<file path="config.mk">
export PLATFORM = sky130hd
export DESIGN_NAME = cell_group_frame_decoder
export DESIGN_NICKNAME = d
export VERILOG_FILES = /design/src/design/cgfd_pkg.sv /design/src/design/cell_group_frame_decoder.sv /design/src/design/cgfd_pec.sv
export SDC_FILE = /design/constraint.sdc
export NUM_CORES = 1
export LEC_CHECK = 0
export ABC_AREA = 1
export BUFFER_PORTS_ARGS = -buffer_cell sky130_fd_sc_hd__buf_2
export CAP_MARGIN = 25
export CORE_UTILIZATION = 67
export DETAILED_ROUTE_END_ITERATION = 12
export PLACE_DENSITY = 0.95
export SKIP_CTS_REPAIR_TIMING = 1
export SLEW_MARGIN = 30
export SYNTH_ARGS = -nofsm -noshare
export SYNTH_HDL_FRONTEND = slang
export SYNTH_SLANG_ARGS = --single-unit
</file>
<file path="constraint.sdc">
create_clock -name clk -period 14.47 [get_ports clk]
set_clock_uncertainty 0.2 [all_clocks]
set_input_delay 1.447 -clock clk [delete_from_list [all_inputs] [get_ports clk]]
set_output_delay 1.447 -clock clk [all_outputs]
set_load 0.02 [all_outputs]
</file>
<file path="src/design/cgfd_pkg.sv">
// ----------------------------------------------------------------------------
// cgfd_pkg
// Shared constants, types and functions of the cell group frame decoder.
// ----------------------------------------------------------------------------
package cgfd_pkg;

    // Frame layout
    localparam int STACK_DEVICES = 16;
    localparam int DATA_BYTES    = 6;
    localparam int HEADER_LEN    = 4;
    localparam int SLOT_LEN      = DATA_BYTES + 2;
    localparam int FRAME_LEN     = HEADER_LEN + SLOT_LEN * STACK_DEVICES;
    localparam int READINGS      = DATA_BYTES / 2;

    // Widths
    localparam int POS_W  = 8;
    localparam int SLOT_W = $clog2(SLOT_LEN);
    localparam int DEV_W  = 4;
    localparam int LANE_W = 2;
    localparam int VOLT_W = 13;
    localparam int CRC_W  = 16;

    // Byte offsets inside one device slot
    localparam logic [SLOT_W-1:0] SLOT_FIRST_DATA = SLOT_W'(0);
    localparam logic [SLOT_W-1:0] SLOT_CHECK_HI   = SLOT_W'(DATA_BYTES);
    localparam logic [SLOT_W-1:0] SLOT_CHECK_LO   = SLOT_W'(DATA_BYTES + 1);

    localparam logic [POS_W-1:0] POS_HEADER_END = POS_W'(HEADER_LEN);
    localparam logic [POS_W-1:0] POS_FRAME_END  = POS_W'(FRAME_LEN);
    localparam logic [DEV_W-1:0] DEV_LAST       = DEV_W'(STACK_DEVICES - 1);

    // CRC-15 parameters
    localparam logic [CRC_W-1:0] CRC_POLY = 16'h4599;
    localparam logic [CRC_W-1:0] CRC_SEED = 16'd16;
    localparam logic [CRC_W-1:0] CRC_TOP  = 16'h4000;

    // Divide by 10: (x * 0xCCCD) >> 19 is exact for any 16-bit x
    localparam logic [15:0] DIV10_MUL   = 16'hCCCD;
    localparam int          DIV10_SHIFT = 19;

    // Controls from the slot sequencer to the check unit
    typedef struct packed {
        logic load_seed;   // start from the seed
        logic update;      // fold the byte into the remainder
        logic capture_hi;  // keep the high byte of the check word
    } pec_ctrl_t;

    // One entry of the byte-wise CRC-15 table
    function automatic logic [CRC_W-1:0] crc_table_entry(input logic [7:0] idx);
        logic [CRC_W-1:0] r;
        logic             top;
        r = {1'b0, idx, 7'b0000000};
        for (int b = 0; b < 8; b++)
        begin
            top = (r & CRC_TOP) != '0;
            r   = {r[CRC_W-2:0], 1'b0};
            if (top)
            begin
                r = r ^ CRC_POLY;
            end
        end
        return r;
    endfunction

    // Fold one byte into the remainder
    function automatic logic [CRC_W-1:0] crc_update(input logic [CRC_W-1:0] rem,
                                                    input logic [7:0] data);
        logic [7:0] addr;
        addr = rem[14:7] ^ data;
        return {rem[7:0], 8'h00} ^ crc_table_entry(addr);
    endfunction

    // Cell slot offset of a register group
    function automatic logic [7:0] group_offset(input logic [1:0] grp);
        logic [7:0] off;
        unique case (grp)
            2'd0: off = 8'd0;
            2'd1: off = 8'd3;
            2'd2: off = 8'd5;
            default: off = 8'd8;
        endcase
        return off;
    endfunction

    // Number of readings used by a register group
    function automatic logic [1:0] group_count(input logic [1:0] grp);
        logic [1:0] cnt;
        unique case (grp)
            2'd0: cnt = 2'd3;
            2'd1: cnt = 2'd2;
            2'd2: cnt = 2'd3;
            default: cnt = 2'd1;
        endcase
        return cnt;
    endfunction

endpackage

</file>
<file path="src/design/cell_group_frame_decoder.sv">
// ----------------------------------------------------------------------------
// cell_group_frame_decoder
// Splits a daisy-chain cell register read into device slots, checks each
// slot's CRC-15 and emits three scaled readings per device.
// ----------------------------------------------------------------------------
//
//  channel   | dir | tdata                         | tuser                   | tlast
//  ----------+-----+-------------------------------+-------------------------+------------
//  s_axis_*  | in  | rx_byte                       | frame_start, group      | -
//  m_axis_*  | out | device, first_cell, cells_... | pec_ok                  | last_device
//
//  One byte is taken per cycle while not stalled and updates the slot state as it is
//  taken; the low check byte of a slot loads the result register, so a result appears
//  in the following cycle. The divide by 10 (one 16x16 multiply) and the CRC table
//  lookup both run on the byte being taken. Reset clears the byte position and the
//  result valid and loads the seed into the remainder. A waiting result stalls only
//  a byte offered at the low check byte position; all other bytes keep flowing.
//
module cell_group_frame_decoder
    import cgfd_pkg::*;
(
    input  logic        clk,
    input  logic        rst_n,

    input  logic        s_axis_tvalid,
    output logic        s_axis_tready,
    input  logic [7:0]  s_axis_tdata,   // [7:0] rx_byte
    input  logic [2:0]  s_axis_tuser,   // [0] frame_start, [2:1] group

    output logic        m_axis_tvalid,
    input  logic        m_axis_tready,
    // [3:0] device, [11:4] first_cell, [13:12] cells_written,
    // [26:14] voltage_a, [39:27] voltage_b, [52:40] voltage_c, [55:53] zero
    output logic [55:0] m_axis_tdata,
    output logic [0:0]  m_axis_tuser,   // [0] pec_ok
    output logic        m_axis_tlast    // last_device
);

    logic              s_fire;
    logic [7:0]        rx_byte;
    logic              frame_start;
    logic [1:0]        grp;

    logic [POS_W-1:0]  pos_reg;
    logic [POS_W-1:0]  pos_next;
    logic [POS_W-1:0]  pos_eff;
    logic [POS_W-1:0]  rel;
    logic [SLOT_W-1:0] slot_k;
    logic [DEV_W-1:0]  dev;
    logic [LANE_W-1:0] lane;
    logic              in_frame;
    logic              in_data;
    logic              is_data;
    logic              is_check_lo;
    logic              check_lo_state;
    logic              res_gen;

    logic [7:0]        lo_reg [READINGS];
    logic [VOLT_W-1:0] q_reg  [READINGS];
    logic [7:0]        lo_sel;
    logic [31:0]       prod;

    pec_ctrl_t         pec_ctrl;
    logic              pec_ok;

    logic              m_valid_reg;
    logic [DEV_W-1:0]  dev_reg;
    logic [7:0]        first_cell_reg;
    logic [1:0]        cells_reg;
    logic [VOLT_W-1:0] volt_reg [READINGS];
    logic              pec_ok_reg;
    logic              last_reg;
    logic [7:0]        first_cell;

    assign rx_byte     = s_axis_tdata;
    assign frame_start = s_axis_tuser[0];
    assign grp         = s_axis_tuser[2:1];

    // Decode slot offset and device from the current position
    always_comb
    begin
        pos_eff  = frame_start ? '0 : pos_reg;
        in_frame = (pos_eff < POS_FRAME_END);
        in_data  = in_frame && (pos_eff >= POS_HEADER_END);
        rel      = pos_eff - POS_HEADER_END;
        slot_k   = rel[SLOT_W-1:0];
        dev      = rel[SLOT_W +: DEV_W];
        lane     = slot_k[SLOT_W-1:1];
        is_data     = in_data && (slot_k < SLOT_CHECK_HI);
        is_check_lo = in_data && (slot_k == SLOT_CHECK_LO);
        pos_next    = in_frame ? pos_eff + 1'b1 : pos_eff;
    end

    // Stall only a byte offered at the low check byte position while a result waits
    assign check_lo_state = (pos_reg >= POS_HEADER_END) && (pos_reg < POS_FRAME_END)
                            && ((pos_reg - POS_HEADER_END) % SLOT_LEN == SLOT_LEN - 1);
    assign s_axis_tready  = !(check_lo_state && m_valid_reg && !m_axis_tready);
    assign s_fire         = s_axis_tvalid && s_axis_tready;
    assign res_gen        = is_check_lo;

    // Advance the byte position
    always_ff @(posedge clk or negedge rst_n)
    begin
        if (!rst_n)
        begin
            pos_reg <= '0;
        end
        else if (s_fire)
        begin
            pos_reg <= pos_next;
        end
    end

    // Drive the check unit
    always_comb
    begin
        pec_ctrl.load_seed  = frame_start || (is_data && slot_k == SLOT_FIRST_DATA);
        pec_ctrl.update     = is_data;
        pec_ctrl.capture_hi = in_data && (slot_k == SLOT_CHECK_HI);
    end

    cgfd_pec u_pec (
        .clk     (clk),
        .rst_n   (rst_n),
        .step    (s_fire),
        .ctrl    (pec_ctrl),
        .rx_byte (rx_byte),
        .pec_ok  (pec_ok)
    );

    // Select the stored low byte of the current reading
    always_comb
    begin
        lo_sel = '0;
        for (int i = 0; i < READINGS; i++)
        begin
            if (lane == LANE_W'(i))
            begin
                lo_sel = lo_reg[i];
            end
        end
    end

    // Divide the completed reading by 10
    assign prod = {rx_byte, lo_sel} * DIV10_MUL;

    // Store low bytes and quotients per reading
    always_ff @(posedge clk)
    begin
        for (int i = 0; i < READINGS; i++)
        begin
            if (s_fire && is_data && lane == LANE_W'(i))
            begin
                if (!slot_k[0])
                begin
                    lo_reg[i] <= rx_byte;
                end
                else
                begin
                    q_reg[i] <= prod[DIV10_SHIFT +: VOLT_W];
                end
            end
        end
    end

    assign first_cell = {1'b0, dev, 3'b000} + {4'b0000, dev} + group_offset(grp);

    // Load the result register and drop valid once taken
    always_ff @(posedge clk or negedge rst_n)
    begin
        if (!rst_n)
        begin
            m_valid_reg <= 1'b0;
        end
        else if (s_fire && res_gen)
        begin
            m_valid_reg <= 1'b1;
        end
        else if (m_axis_tready)
        begin
            m_valid_reg <= 1'b0;
        end
    end

    // Hold the result payload
    always_ff @(posedge clk)
    begin
        if (s_fire && res_gen)
        begin
            dev_reg        <= dev;
            first_cell_reg <= first_cell;
            cells_reg      <= group_count(grp);
            pec_ok_reg     <= pec_ok;
            last_reg       <= (dev == DEV_LAST);
            for (int i = 0; i < READINGS; i++)
            begin
                volt_reg[i] <= pec_ok ? q_reg[i] : '0;
            end
        end
    end

    assign m_axis_tvalid   = m_valid_reg;
    assign m_axis_tdata    = {3'b000, volt_reg[2], volt_reg[1], volt_reg[0],
                              cells_reg, first_cell_reg, dev_reg};
    assign m_axis_tuser[0] = pec_ok_reg;
    assign m_axis_tlast    = last_reg;

`ifndef SYNTH
    // A new result never lands on one still waiting
    a_no_overwrite: assert property (@(posedge clk) disable iff (!rst_n)
        !(s_fire && res_gen && m_valid_reg && !m_axis_tready))
        else $error("result register overwritten while stalled");

    // Position never runs past the frame
    a_pos_range: assert property (@(posedge clk) disable iff (!rst_n)
        pos_reg <= POS_FRAME_END)
        else $error("byte position beyond frame end");

    // A completed slot shows up on the output next cycle
    a_result_follows: assert property (@(posedge clk) disable iff (!rst_n)
        (s_fire && res_gen) |=> m_axis_tvalid)
        else $error("result missing after check byte");

    // Failed check carries zero readings
    a_zero_on_fail: assert property (@(posedge clk) disable iff (!rst_n)
        (m_axis_tvalid && !m_axis_tuser[0]) |->
        (m_axis_tdata[52:14] == '0))
        else $error("nonzero readings on check failure");
`endif

endmodule

</file>
<file path="src/design/cgfd_pec.sv">
// ----------------------------------------------------------------------------
// cgfd_pec
// CRC-15 remainder over the data bytes of one device and comparison with
// the received big-endian check word.
// ----------------------------------------------------------------------------
module cgfd_pec
    import cgfd_pkg::*;
(
    input  logic             clk,
    input  logic             rst_n,
    input  logic             step,      // a word is taken this cycle
    input  pec_ctrl_t        ctrl,
    input  logic [7:0]       rx_byte,
    output logic             pec_ok     // valid while the low check byte is present
);

    logic [CRC_W-1:0] crc_reg;
    logic [CRC_W-1:0] crc_next;
    logic [CRC_W-1:0] crc_base;
    logic [7:0]       check_hi_reg;
    logic [CRC_W-1:0] calc;

    // Pick the start value and fold in the data byte
    always_comb
    begin
        crc_base = ctrl.load_seed ? CRC_SEED : crc_reg;
        if (ctrl.update)
        begin
            crc_next = crc_update(crc_base, rx_byte);
        end
        else
        begin
            crc_next = crc_base;
        end
    end

    // Hold the remainder
    always_ff @(posedge clk or negedge rst_n)
    begin
        if (!rst_n)
        begin
            crc_reg <= CRC_SEED;
        end
        else if (step)
        begin
            crc_reg <= crc_next;
        end
    end

    // Keep the high byte of the check word
    always_ff @(posedge clk)
    begin
        if (step && ctrl.capture_hi)
        begin
            check_hi_reg <= rx_byte;
        end
    end

    // Compare the doubled remainder with the received word
    assign calc   = {crc_reg[CRC_W-2:0], 1'b0};
    assign pec_ok = (calc == {check_hi_reg, rx_byte});

endmodule

</file>
# == Word level (Yosys, flattened, before mapping) ==
# Memory sizes are Yosys's and may differ from the RTL's.
# Cells that the tools add are included.
# totals
regBits,48
ram_bits,102
inputBits,15
out_inout_bits,60
elab_cells,128
n_memories,3
# mem_list
memory,depth,width,read_ports,rd_clocked_by_memory_dff,wr,line_no,rtl
q_reg,3,13,3,0,1,cell_group_frame_decoder.sv:59,logic [VOLT_W-1:0] q_reg [READINGS];
volt_reg,3,13,3,0,3,cell_group_frame_decoder.sv:70,logic [VOLT_W-1:0] volt_reg [READINGS];
lo_reg,3,8,3,0,1,cell_group_frame_decoder.sv:58,logic [7:0] lo_reg [READINGS];
# op_classes
n_addsub,5
mul,1
n_lt_le_gt_ge,5
n_eq_ne,9
n_mux,58
bitwise_logic,10
reduce_logical,28
# op_table
cell,n
$mux W15,18
$mux W13,5
$mux W8,7
$not A7 Y7,8
$mul A16 B16 Y32 const B,1
$reduce_or A13 Y1,2
$mux W1,22
$eq A16 B16 Y1,1
$ge A8 B3 Y1 const B,2
$logic_and A1 B1 Y1,16
$lt A8 B8 Y1 const B,2
$reduce_or A8 Y1,2
$xor A15 B15 Y15,1
$pmux W4 S3,1
$eq A3 B3 Y1 const B,3
$add A7 B4 Y8,1
$add A8 B1 Y8 const B,1
$add A8 B8 Y8,1
$mux W2,4
$xor A8 B8 Y8,1
$sub A7 B3 Y7 const B,1
$eq A2 B1 Y1 const B,2
$eq A2 B2 Y1 const B,2
$eq A4 B4 Y1 const B,1
other kinds (9),11

# == Longest topological paths before layout ==
# Gate-level depths: netlist (run 1).
# logic_depth
ltp_word,34
mapped_depth,29
mapped_depth_nobuf,29

# == By module ==
# A second synthesis (run 1) with hierarchy kept.
# unflattened
cells_unflattened,1251
area_unflattened_um2,12186.7
# modules_own_cells
mod,n_inst,cells_per_inst,area_per_inst_um2,seq_area_each_um2
cell_group_frame_decoder,1,1014,10249.8,3768.6
cgfd_pec,1,237,1936.9,616.8

# == Worst setup path after synthesis (run 1) ==
# OpenSTA, ideal clock, no wires.
# synth_timing
path_type,input-to-reg
start,in s_axis_tuser[0]
end,mem q_reg[0][11] (data pin)
setup_ps,266
arrival_ps,6618
t_required_ps,14004
slack_ps,7386
cell_stages,26
path_buffers,1
cell_sequence,buf_6 inv_6 nand2_1 nand2_1 inv_1 nand2_1 nand2_1 ha_1 inv_1 fa_1 inv_1 fa_1 fa_1 fa_1 inv_1 fa_1 inv_1 ha_1 a21oi_1 o21a_1 o221ai_1 a21oi_1 o21ai_1 nand2_1 nand2_1 xor2_1
# synth_rtl
element,line_no,rtl
"start, declared",cell_group_frame_decoder.sv:28,"input logic [2:0] s_axis_tuser,"
$mux W8 *,cell_group_frame_decoder.sv:82,pos_eff = frame_start ? '0 : pos_reg;
$sub A7 B3 Y7 *,cell_group_frame_decoder.sv:85,rel = pos_eff - POS_HEADER_END;
$logic_not A2 Y1,cell_group_frame_decoder.sv:137,if (lane == LANE_W'(i))
$mux W8 (2 in a row),cell_group_frame_decoder.sv:137,
$mux W8 *,cell_group_frame_decoder.sv:137,
$mul A16 B16 Y32 *,cell_group_frame_decoder.sv:145,"assign prod = {rx_byte, lo_sel} * DIV10_MUL;"
net prod[30],cell_group_frame_decoder.sv:61,logic [31:0] prod;
$mux W13 (no line),--,
$mux W13 (no line) *,--,
"end, declared",cell_group_frame_decoder.sv:59,
# The timed path passes the listed nets; every way through them passes the cells marked *.

# == Worst setup path after layout (run 1) ==
# layout_timing
start,in s_axis_tuser[0]
end,mem q_reg[0][8] (data pin)
# The elaborated chain is that of the path after synthesis.

==> out/results.tsv, run 1 <==
stage	metric	value	unit
status	run status	completed	
timing	final worst slack	6770	ps
timing	hold slack	347.9	ps
logic_synthesis	Synth top area share	31.32	%
logic_synthesis	Post-synth top cells	inv_1, nand2_1, ha_1, edfxtp_1, nor2_1	
route	Final ANT Viol Nets	0	
critical_path	largest fanout on the critical path	15	
logic_synthesis	ys flop type	edfxtp_1	
placed_design	final RePlAce weighted congestion	0.9538	
min_path	Worst Hold Class	flip-flop to flip-flop	
critical_path	Reg2Reg Capture Point	q_reg[0][8]$_DFFE_PP_	
critical_path	cells on worst reg2reg path	27	
clock_tree	clock latency on the worst-skew pair	440	ps
route	Via-to-Cell Ratio	5.850	
timing	slew margin rel.	39.98	%
cells_and_area	Area Overhead vs Synth	9.880	%
logic_synthesis	Synth warnings	0	
cells_and_area	share of layout cells above drive strength 1	12.27	%
clock_tree	TritonCTS clock tree	yes	
global_route	number of global-route vias before repair	9072	
timing	Max Freq	129.9	MHz
cells_and_area	Multi-input gate area	0.006506	sq mm
logic_synthesis	Distinct cells, synth	49	
critical_path	CP endpoint kind	flip-flop	
route	DR WL/cell	19.00	microns
logic_synthesis	area leader, netlist	edfxtp_1	
clock_tree	CTS root buf	clkbuf_16	
logic_synthesis	Post-synth EDFFs	126	
cells_and_area	register area	0.004385	sq mm
route	final WL	29.50	mm
floorplan	Initial Utilization	69.13	%
floorplan	core area	0.01748	sq mm
critical_path	CP Launch Type	input port	
critical_path	critical path arrival	7700	ps
cells_and_area	Layout Nets	1558	
min_path	HP Start	u_pec.crc_reg[3]$_DFFE_PN0P_	
timing	crit share post-route	53.21	%
logic_synthesis	Syn Area/Cell	9.814	sq um
critical_path	Reg-to-Reg Start	pos_reg[2]$_DFFE_PN0P_	
clock_tree	Num Clock Sinks	150	
logic_synthesis	Post-Syn Instances	1231	
route	drc violations	0	
timing	Final setup violation count	0	
route	vias	9085	
clock_tree	Clk pin slew, worst setup/hold paths	60	ps
clock_tree	CTS buffer count	17	
logic_synthesis	sequential share of the synthesized area	36.30	%
timing	setup TNS	0	ps
logic_synthesis	synth top area cells	edfxtp_1, ha_1, fa_1, inv_1, dfrtp_1	
global_route	first-pass GRT wire length	46.50	mm
route	DR pass1 iterations	6	
placed_design	Place WS	6489	ps
timing	final hold violation count	0	
global_route	grt ovf	0	
critical_path	CP required	14470	ps
placed_design	port bufs	71	
critical_path	critical path class	input port to flip-flop	
global_route	largest net degree at the start of global routing	56	
logic_synthesis	synthesized cell area	0.01208	sq mm
floorplan	io pins	75	
clock_tree	Longest Clk Path Bufs	2	
global_route	GRT Util Overall	33.71	%
clock_tree	H-tree depth	4	
min_path	Hold Crit Endpoint	u_pec.crc_reg[3]$_DFFE_PN0P_	
critical_path	reg2reg setup slack	7520	ps
global_route	initial antenna violation count	0	
timing	worst slew pin tran	900.3	ps
flow_run	maxcap violations	0	
cells_and_area	fillers	1131	
logic_synthesis	top-count cell post-synth	inv_1	
floorplan	Die Wd	136.3	microns
timing	post-layout min period	7700	ps
placed_design	DP HPWL	21.99	mm
min_path	hold path depth	2	
route	initial drt markers	905	
floorplan	area of the die	0.01857	sq mm
floorplan	Die H	136.3	microns
logic_synthesis	fraction of registers with async set/reset	16.00	%
cells_and_area	Antenna diodes	0	
logic_synthesis	Yosys reg bits	150	
timing	RSZ-0062 raised after global routing	no	
timing	Slew Limit Fails	0	
floorplan	# rows	48	
-- metal layers --
| metal | vias up | global-route usage, % | routed length, microns |
|---|---|---|---|
| met2 | 529 | 55.98 | 14500 |
| met4 | 0 | 15.37 | 1180 |
| li1 | 4102 | - | - |
| met5 | - | 0 | 0 |
| met3 | 108 | 5.928 | 2324 |
| met1 | 4346 | 43.02 | 11500 |
-- metrics by stage --
stage          cells  util [%]  cell area, sq um
2_1_floorplan   1233         -             12090
3_3_place_gp    1521     72.65             12700
3_5_place_dp    1521     72.70             12710
4_1_cts         1553     75.95             13270
5_1_grt         1553     75.96             13280
6_report        1553     75.96             13280
-- cells in the final DEF (no fill, tap or decap), types with 3 or more instances in the layout --
master	netlist	final
inv_1	293	292
nand2_1	153	153
ha_1	148	148
edfxtp_1	126	126
nor2_1	97	96
fa_1	80	80
buf_2	3	71
nand3_1	41	41
a21oi_1	41	41
xor2_1	36	36
o21ai_0	32	32
dfrtp_1	23	23
clkbuf_16	0	17
xnor2_1	16	16
nand2_4	13	13
nand4_1	12	12
nor3_1	12	11
nand2_2	9	9
nor4_1	9	9
a22oi_1	8	8
nand3_2	8	8
inv_6	2	7
o211ai_1	6	6
o21a_1	5	5
buf_4	3	5
nor2_2	3	4
a21o_1	4	4
a31oi_1	4	4
clkinv_1	2	4
nand3_4	4	4
xor2_4	4	4
inv_2	4	4
clkinvlp_4	0	4
o21ai_1	3	3
o221ai_1	3	3
conb_1	1	3
-- worst max-delay path, cell delays in order --
cell,delay (ps)
buf_2,180
inv_6,170
nand2_1,180
nor2_2,420
a22oi_1,190
nand2_1,260
ha_1,370
xor2_1,200
ha_1,300
fa_1,530
inv_1,50
fa_1,540
inv_1,70
fa_1,540
inv_1,60
fa_1,530
inv_1,40
ha_1,360
nand2_1,90
inv_1,70
nand2_1,70
nor3_1,190
nand3_1,110
o2111ai_1,190
nand2_1,90
nand2_1,90
xor2_1,350
-- kinds of logic after synthesis --
group           share of synthesized area (%)
simple gates                            14.52
fa+ha+maj                               28.58
other cells                           0.03104
compound gates                          5.499
xor+xnor                                5.044
flops                                   36.30
buf+inv                                 10.02
-- worst max-delay path by stage --
stage                                from                     end  slack [ps]  depth (start not counted)
after floorplan           s_axis_tuser[0]  q_reg[0][11]$_DFFE_PP_        7390                         26
after global placement    s_axis_tuser[0]  q_reg[0][12]$_DFFE_PP_        6750                         27
after detailed placement  s_axis_tuser[0]  q_reg[0][24]$_DFFE_PP_        6490                         26
after CTS                 s_axis_tuser[0]   q_reg[0][8]$_DFFE_PP_        6860                         27
after global routing      s_axis_tuser[0]   q_reg[0][8]$_DFFE_PP_        6370                         28
final                     s_axis_tuser[0]   q_reg[0][8]$_DFFE_PP_        6770                         27
-- cell type report --
class / instances / area share (%)
sequential: 150 / 33.03
multi-input combinational: 769 / 49.01
tap: 225 / 2.121
inverter: 301 / 8.596
clock inverter: 15 / 1.074
clock buffer: 17 / 3.205
timing repair buffer: 76 / 2.959
Power of run 1 is not shown: default switching activity piles up to over one toggle a cycle in this logic, so the estimate is an artifact.
==> run 2, diff against run 1 <==
CORE_UTILIZATION = 63   (was 67)
PLACE_DENSITY = 0.94   (was 0.95)
clock period = 7.2 ns   (was 14.47 ns; I/O delays follow)
==> run 2 against run 1 <==
Against the previous run:
- cell area increased by 0.51%
- global-route usage fell by 3.9 points
- die area increased by 6.3%
- sequential share of layout area shrank 0.17 points
- first-iteration DRC count up 8.4%
- flip-flop and latch count unchanged
- wire length fell by 6.3%
- critical path depth increased by 1
- cell count increased by 0.77%
- critical endpoint is now q_reg[0][21]$_DFFE_PP_
- largest cell class unchanged
==> out/results.tsv, run 2 (same netlist as run 1, synthesis figures left out) <==
stage	metric	value	unit
timing	RSZ-0062 raised after global routing	no	
global_route	grt ovf	0	
flow_run	maxcap violations	0	
clock_tree	Clk pin slew, worst setup/hold paths	70	ps
route	DR pass1 iterations	7	
timing	Slew Limit Fails	0	
status	run status	completed	
cells_and_area	Antenna diodes	0	
cells_and_area	Layout Nets	1561	
timing	final worst slack	469.9	ps
critical_path	reg2reg setup slack	470	ps
clock_tree	clock latency on the worst-skew pair	450	ps
placed_design	final RePlAce weighted congestion	0.9649	
clock_tree	Num Clock Sinks	150	
clock_tree	Longest Clk Path Bufs	2	
critical_path	WP depth	28	
timing	post-layout min period	6730	ps
route	Final ANT Viol Nets	0	
route	Via-to-Cell Ratio	5.639	
floorplan	area of the die	0.01973	sq mm
route	DR WL/cell	17.67	microns
timing	worst slew pin tran	861.9	ps
timing	setup TNS	0	ps
floorplan	Die H	140.5	microns
critical_path	Reg-to-Reg Start	pos_reg[1]$_DFFE_PN0P_	
floorplan	core area	0.01877	sq mm
critical_path	CP endpoint kind	flip-flop	
placed_design	DP HPWL	21.38	mm
placed_design	port bufs	71	
clock_tree	H-tree depth	4	
timing	Final setup violation count	0	
critical_path	critical path arrival	6770	ps
critical_path	Reg2Reg Capture Point	q_reg[0][21]$_DFFE_PP_	
route	final WL	27.65	mm
route	initial drt markers	981	
cells_and_area	commonest non-fill, non-tap cell in the layout	inv_1	
critical_path	slowest library cell on the worst path	fa_1	
route	drc violations	0	
cells_and_area	most frequent cells in the layout	inv_1, nand2_1, ha_1	
clock_tree	CTS buffer count	17	
timing	slew margin rel.	42.54	%
global_route	GRT Util Overall	29.77	%
global_route	initial antenna violation count	0	
min_path	Worst Hold Class	input port to async pin	
cells_and_area	Area Overhead vs Synth	10.44	%
global_route	largest net degree at the start of global routing	56	
critical_path	critical path class	flip-flop to flip-flop	
global_route	number of global-route vias before repair	8826	
global_route	first-pass GRT wire length	44.30	mm
critical_path	CP Launch Type	flip-flop	
critical_path	CP bufs+invs	8	
clock_tree	TritonCTS clock tree	yes	
placed_design	Place WS	71.36	ps
floorplan	io pins	75	
clock_tree	CTS root buf	clkbuf_16	
critical_path	CP required	7240	ps
timing	final hold violation count	0	
floorplan	Initial Utilization	64.37	%
critical_path	largest fanout on the critical path	7	
floorplan	Die Wd	140.5	microns
floorplan	# rows	50	
critical_path	Worst path max stage delay	540	ps
critical_path	cell family with most CP delay	adder cells	
route	vias	8825	
critical_path	cells on worst reg2reg path	28	
timing	crit share post-route	93.47	%
cells_and_area	share of layout cells above drive strength 1	12.70	%
timing	Max Freq	148.6	MHz
-- run 2: cell types whose count changed in the layout (fill, tap and decap cells not counted), sizes merged --
cell and delta:
clkinvlp -2, inv -1, bufinv +1, buf +3, clkinv +2
-- run 2: worst reg2reg max path: cells and delay by family, from the launching register on --
kind	cells	cell delay (ps)
flops	1	440
compound gates	1	230
simple gates	10	1370
xor+xnor	2	460
fa+ha+maj	7	3210
buf+inv	8	640
-- run 2: worst max-delay path by stage --
stage,startpoint,end
after detailed placement,s_axis_tuser[0],q_reg[0][24]$_DFFE_PP_
after global routing,pos_reg[2]$_DFFE_PN0P_,q_reg[0][21]$_DFFE_PP_
after CTS,s_axis_tuser[0],q_reg[0][21]$_DFFE_PP_
after floorplan,s_axis_tuser[0],q_reg[0][11]$_DFFE_PP_
final,pos_reg[1]$_DFFE_PN0P_,q_reg[0][21]$_DFFE_PP_
after global placement,s_axis_tuser[0],q_reg[0][24]$_DFFE_PP_
-- run 2: layer usage --
metal  vias up  track usage (%)  wire length (microns)
met2       444            51.05                  13500
met1      4179            36.88                  11060
met5         -                0                      0
met4         0            12.13                   1027
met3        97            6.154                   2060
li1       4105                -                      -
-- run 2: per-stage QoR --
step	cell area (sq um)	hold slack, ps	utilization (%)	cells
floorplan	12090	224.4	-	1233
global placement	12730	309.8	67.83	1533
detailed placement	12740	330.8	67.88	1533
CTS	13330	91.08	71.05	1565
global route	13340	118.6	71.09	1565
finish	13340	70.12	71.09	1565
-- run 2: final cells by class --
| type | count | area [sq um] |
|---|---|---|
| Clock inverter | 15 | 168.9 |
| Tap cell | 234 | 292.8 |
| Fill cell | 1250 | 5425 |
| Sequential cell | 150 | 4385 |
| Inverter | 301 | 1141 |
| Multi-Input combinational cell | 769 | 6514 |
| Timing Repair Buffer | 79 | 415.4 |
| Clock buffer | 17 | 425.4 |
Power of run 2 is left out for the same reason.
==> run 3, diff against run 2 <==
CORE_UTILIZATION = 67   (was 63)
PLACE_DENSITY = 0.95   (was 0.94)
clock period = 8 ns   (was 7.2 ns; I/O delays follow)
==> run 3 against run 2 <==
Against the previous run:
- die area decreased by 5.9%
- critical path type unchanged
- first-iteration DRC count increased by 7.5%
- core utilization increased by 4.9 points
- count of clock-buffer cells in the layout unchanged
==> out/results.tsv, run 3 (same netlist as run 1, synthesis figures left out) <==
stage	metric	value	unit
critical_path	CP endpoint kind	flip-flop	
critical_path	critical path arrival	7170	ps
clock_tree	Clk pin slew, worst setup/hold paths	70	ps
timing	Slew Limit Fails	0	
floorplan	area of the die	0.01857	sq mm
critical_path	CP Launch Type	flip-flop	
route	drc violations	0	
placed_design	final RePlAce weighted congestion	0.9456	
min_path	Worst Hold Class	input port to async pin	
timing	Max Freq	139.7	MHz
timing	worst slew pin tran	927.9	ps
route	vias	9069	
cells_and_area	commonest non-fill, non-tap cell in the layout	inv_1	
cells_and_area	Layout Nets	1558	
route	initial drt markers	1055	
route	Final ANT Viol Nets	0	
global_route	GRT Util Overall	34.45	%
global_route	largest net degree at the start of global routing	56	
floorplan	Die Wd	136.3	microns
route	Via-to-Cell Ratio	5.840	
clock_tree	CTS root buf	clkbuf_16	
clock_tree	Num Clock Sinks	150	
timing	slew margin rel.	38.14	%
floorplan	Initial Utilization	69.13	%
critical_path	CP required	8010	ps
timing	Final setup violation count	0	
clock_tree	TritonCTS clock tree	yes	
clock_tree	clock latency on the worst-skew pair	450	ps
status	run status	completed	
floorplan	core area	0.01748	sq mm
floorplan	# rows	48	
critical_path	critical path class	flip-flop to flip-flop	
floorplan	io pins	75	
clock_tree	CTS buffer count	17	
global_route	initial antenna violation count	0	
global_route	first-pass GRT wire length	47.16	mm
placed_design	DP HPWL	21.91	mm
placed_design	port bufs	71	
route	DR WL/cell	19.34	microns
cells_and_area	Area Overhead vs Synth	9.962	%
timing	crit share post-route	89.50	%
timing	setup TNS	0	ps
timing	RSZ-0062 raised after global routing	no	
route	DR pass1 iterations	6	
global_route	grt ovf	0	
global_route	number of global-route vias before repair	9128	
flow_run	maxcap violations	0	
route	final WL	30.04	mm
clock_tree	Longest Clk Path Bufs	2	
critical_path	largest fanout on the critical path	8	
floorplan	Die H	136.3	microns
timing	post-layout min period	7160	ps
cells_and_area	fillers	1092	
cells_and_area	Antenna diodes	0	
cells_and_area	share of layout cells above drive strength 1	12.27	%
timing	final hold violation count	0	
clock_tree	H-tree depth	4	
cells_and_area	most frequent cells in the layout	inv_1, nand2_1, ha_1	
## run 3: cell types whose count changed in the layout (fill, tap and decap cells not counted)
| cell | previous run | this run |
|---|---|---|
| inv_1 | 290 | 292 |
| nand2_1 | 152 | 153 |
| nand2_2 | 10 | 9 |
| clkinv_4 | 3 | 5 |
| nor2_2 | 3 | 4 |
| nor2_4 | 1 | 0 |
| clkinv_2 | 1 | 4 |
| inv_8 | 3 | 0 |
| clkinvlp_4 | 2 | 0 |
| inv_2 | 6 | 4 |
| buf_4 | 8 | 5 |
## run 3: path summary, 6_finish.rpt
kind / startpoint / endpoint / slack, ps / depth (start not counted)
setup / recovery: pos_reg[2]$_DFFE_PN0P_ / q_reg[0][21]$_DFFE_PP_ / 840 / 27
hold / removal: rst_n / pos_reg[1]$_DFFE_PN0P_ / 170 / 1
setup reg to reg: pos_reg[2]$_DFFE_PN0P_ / q_reg[0][21]$_DFFE_PP_ / 840 / 27
hold reg to reg: q_reg[0][21]$_DFFE_PP_ / volt_reg[0][21]$_SDFFCE_PN0P_ / 340 / 2
max in group asynchronous: rst_n / u_pec.crc_reg[11]$_DFFE_PN0P_ / 7020 / 1
min in group clk: q_reg[0][21]$_DFFE_PP_ / volt_reg[0][21]$_SDFFCE_PN0P_ / 340 / 2
## run 3: stage by stage
stage               cells  setup slack [ps]  hold WS (ps)  area [sq um]  util, %
floorplan            1233              1563         291.1         12090        -
global placement     1521             959.7         313.1         12700    72.65
detailed placement   1521             674.2         331.4         12710    72.70
CTS                  1553             989.8         174.3         13280    76.01
global route         1553             563.2         186.7         13290    76.02
finish               1553             840.2         166.7         13290    76.02
## run 3: cell type report
class                           instances  area (sq um)  share of cell area, %
Multi-Input combinational cell        769          6506                  48.97
Clock inverter                         15         152.6                  1.149
Clock buffer                           17         425.4                  3.202
Sequential cell                       150          4385                  33.01
Tap cell                              225         281.5                  2.119
Inverter                              301          1141                  8.589
Timing Repair Buffer                   76         392.9                  2.957
## run 3: layer usage
layer	part of all wire, %	wire length, microns	GRT usage, %
met1	39	11830	43.77
met2	48	14480	57.28
met3	7.8	2352	6.078
met4	4.6	1372	16.05
met5	0	0	0
## run 3: worst max-delay path, stage by stage (launching register included)
cell and delay (ps):
dfrtp_1 480, inv_1 160, nor2_1 280, nand2_1 240
inv_1 270, a22oi_1 110, nand2_1 270, ha_1 350
xor2_1 180, ha_1 310, fa_1 540, inv_1 50
fa_1 520, inv_1 50, fa_1 520, inv_1 60
fa_1 520, inv_1 40, ha_1 370, nand2_1 100
inv_1 80, nand2_1 70, nor3_1 200, nand2_1 90
o2111ai_1 250, nand2_1 130, nand2_1 120, xor2_1 350
Power of run 3 is left out for the same reason.
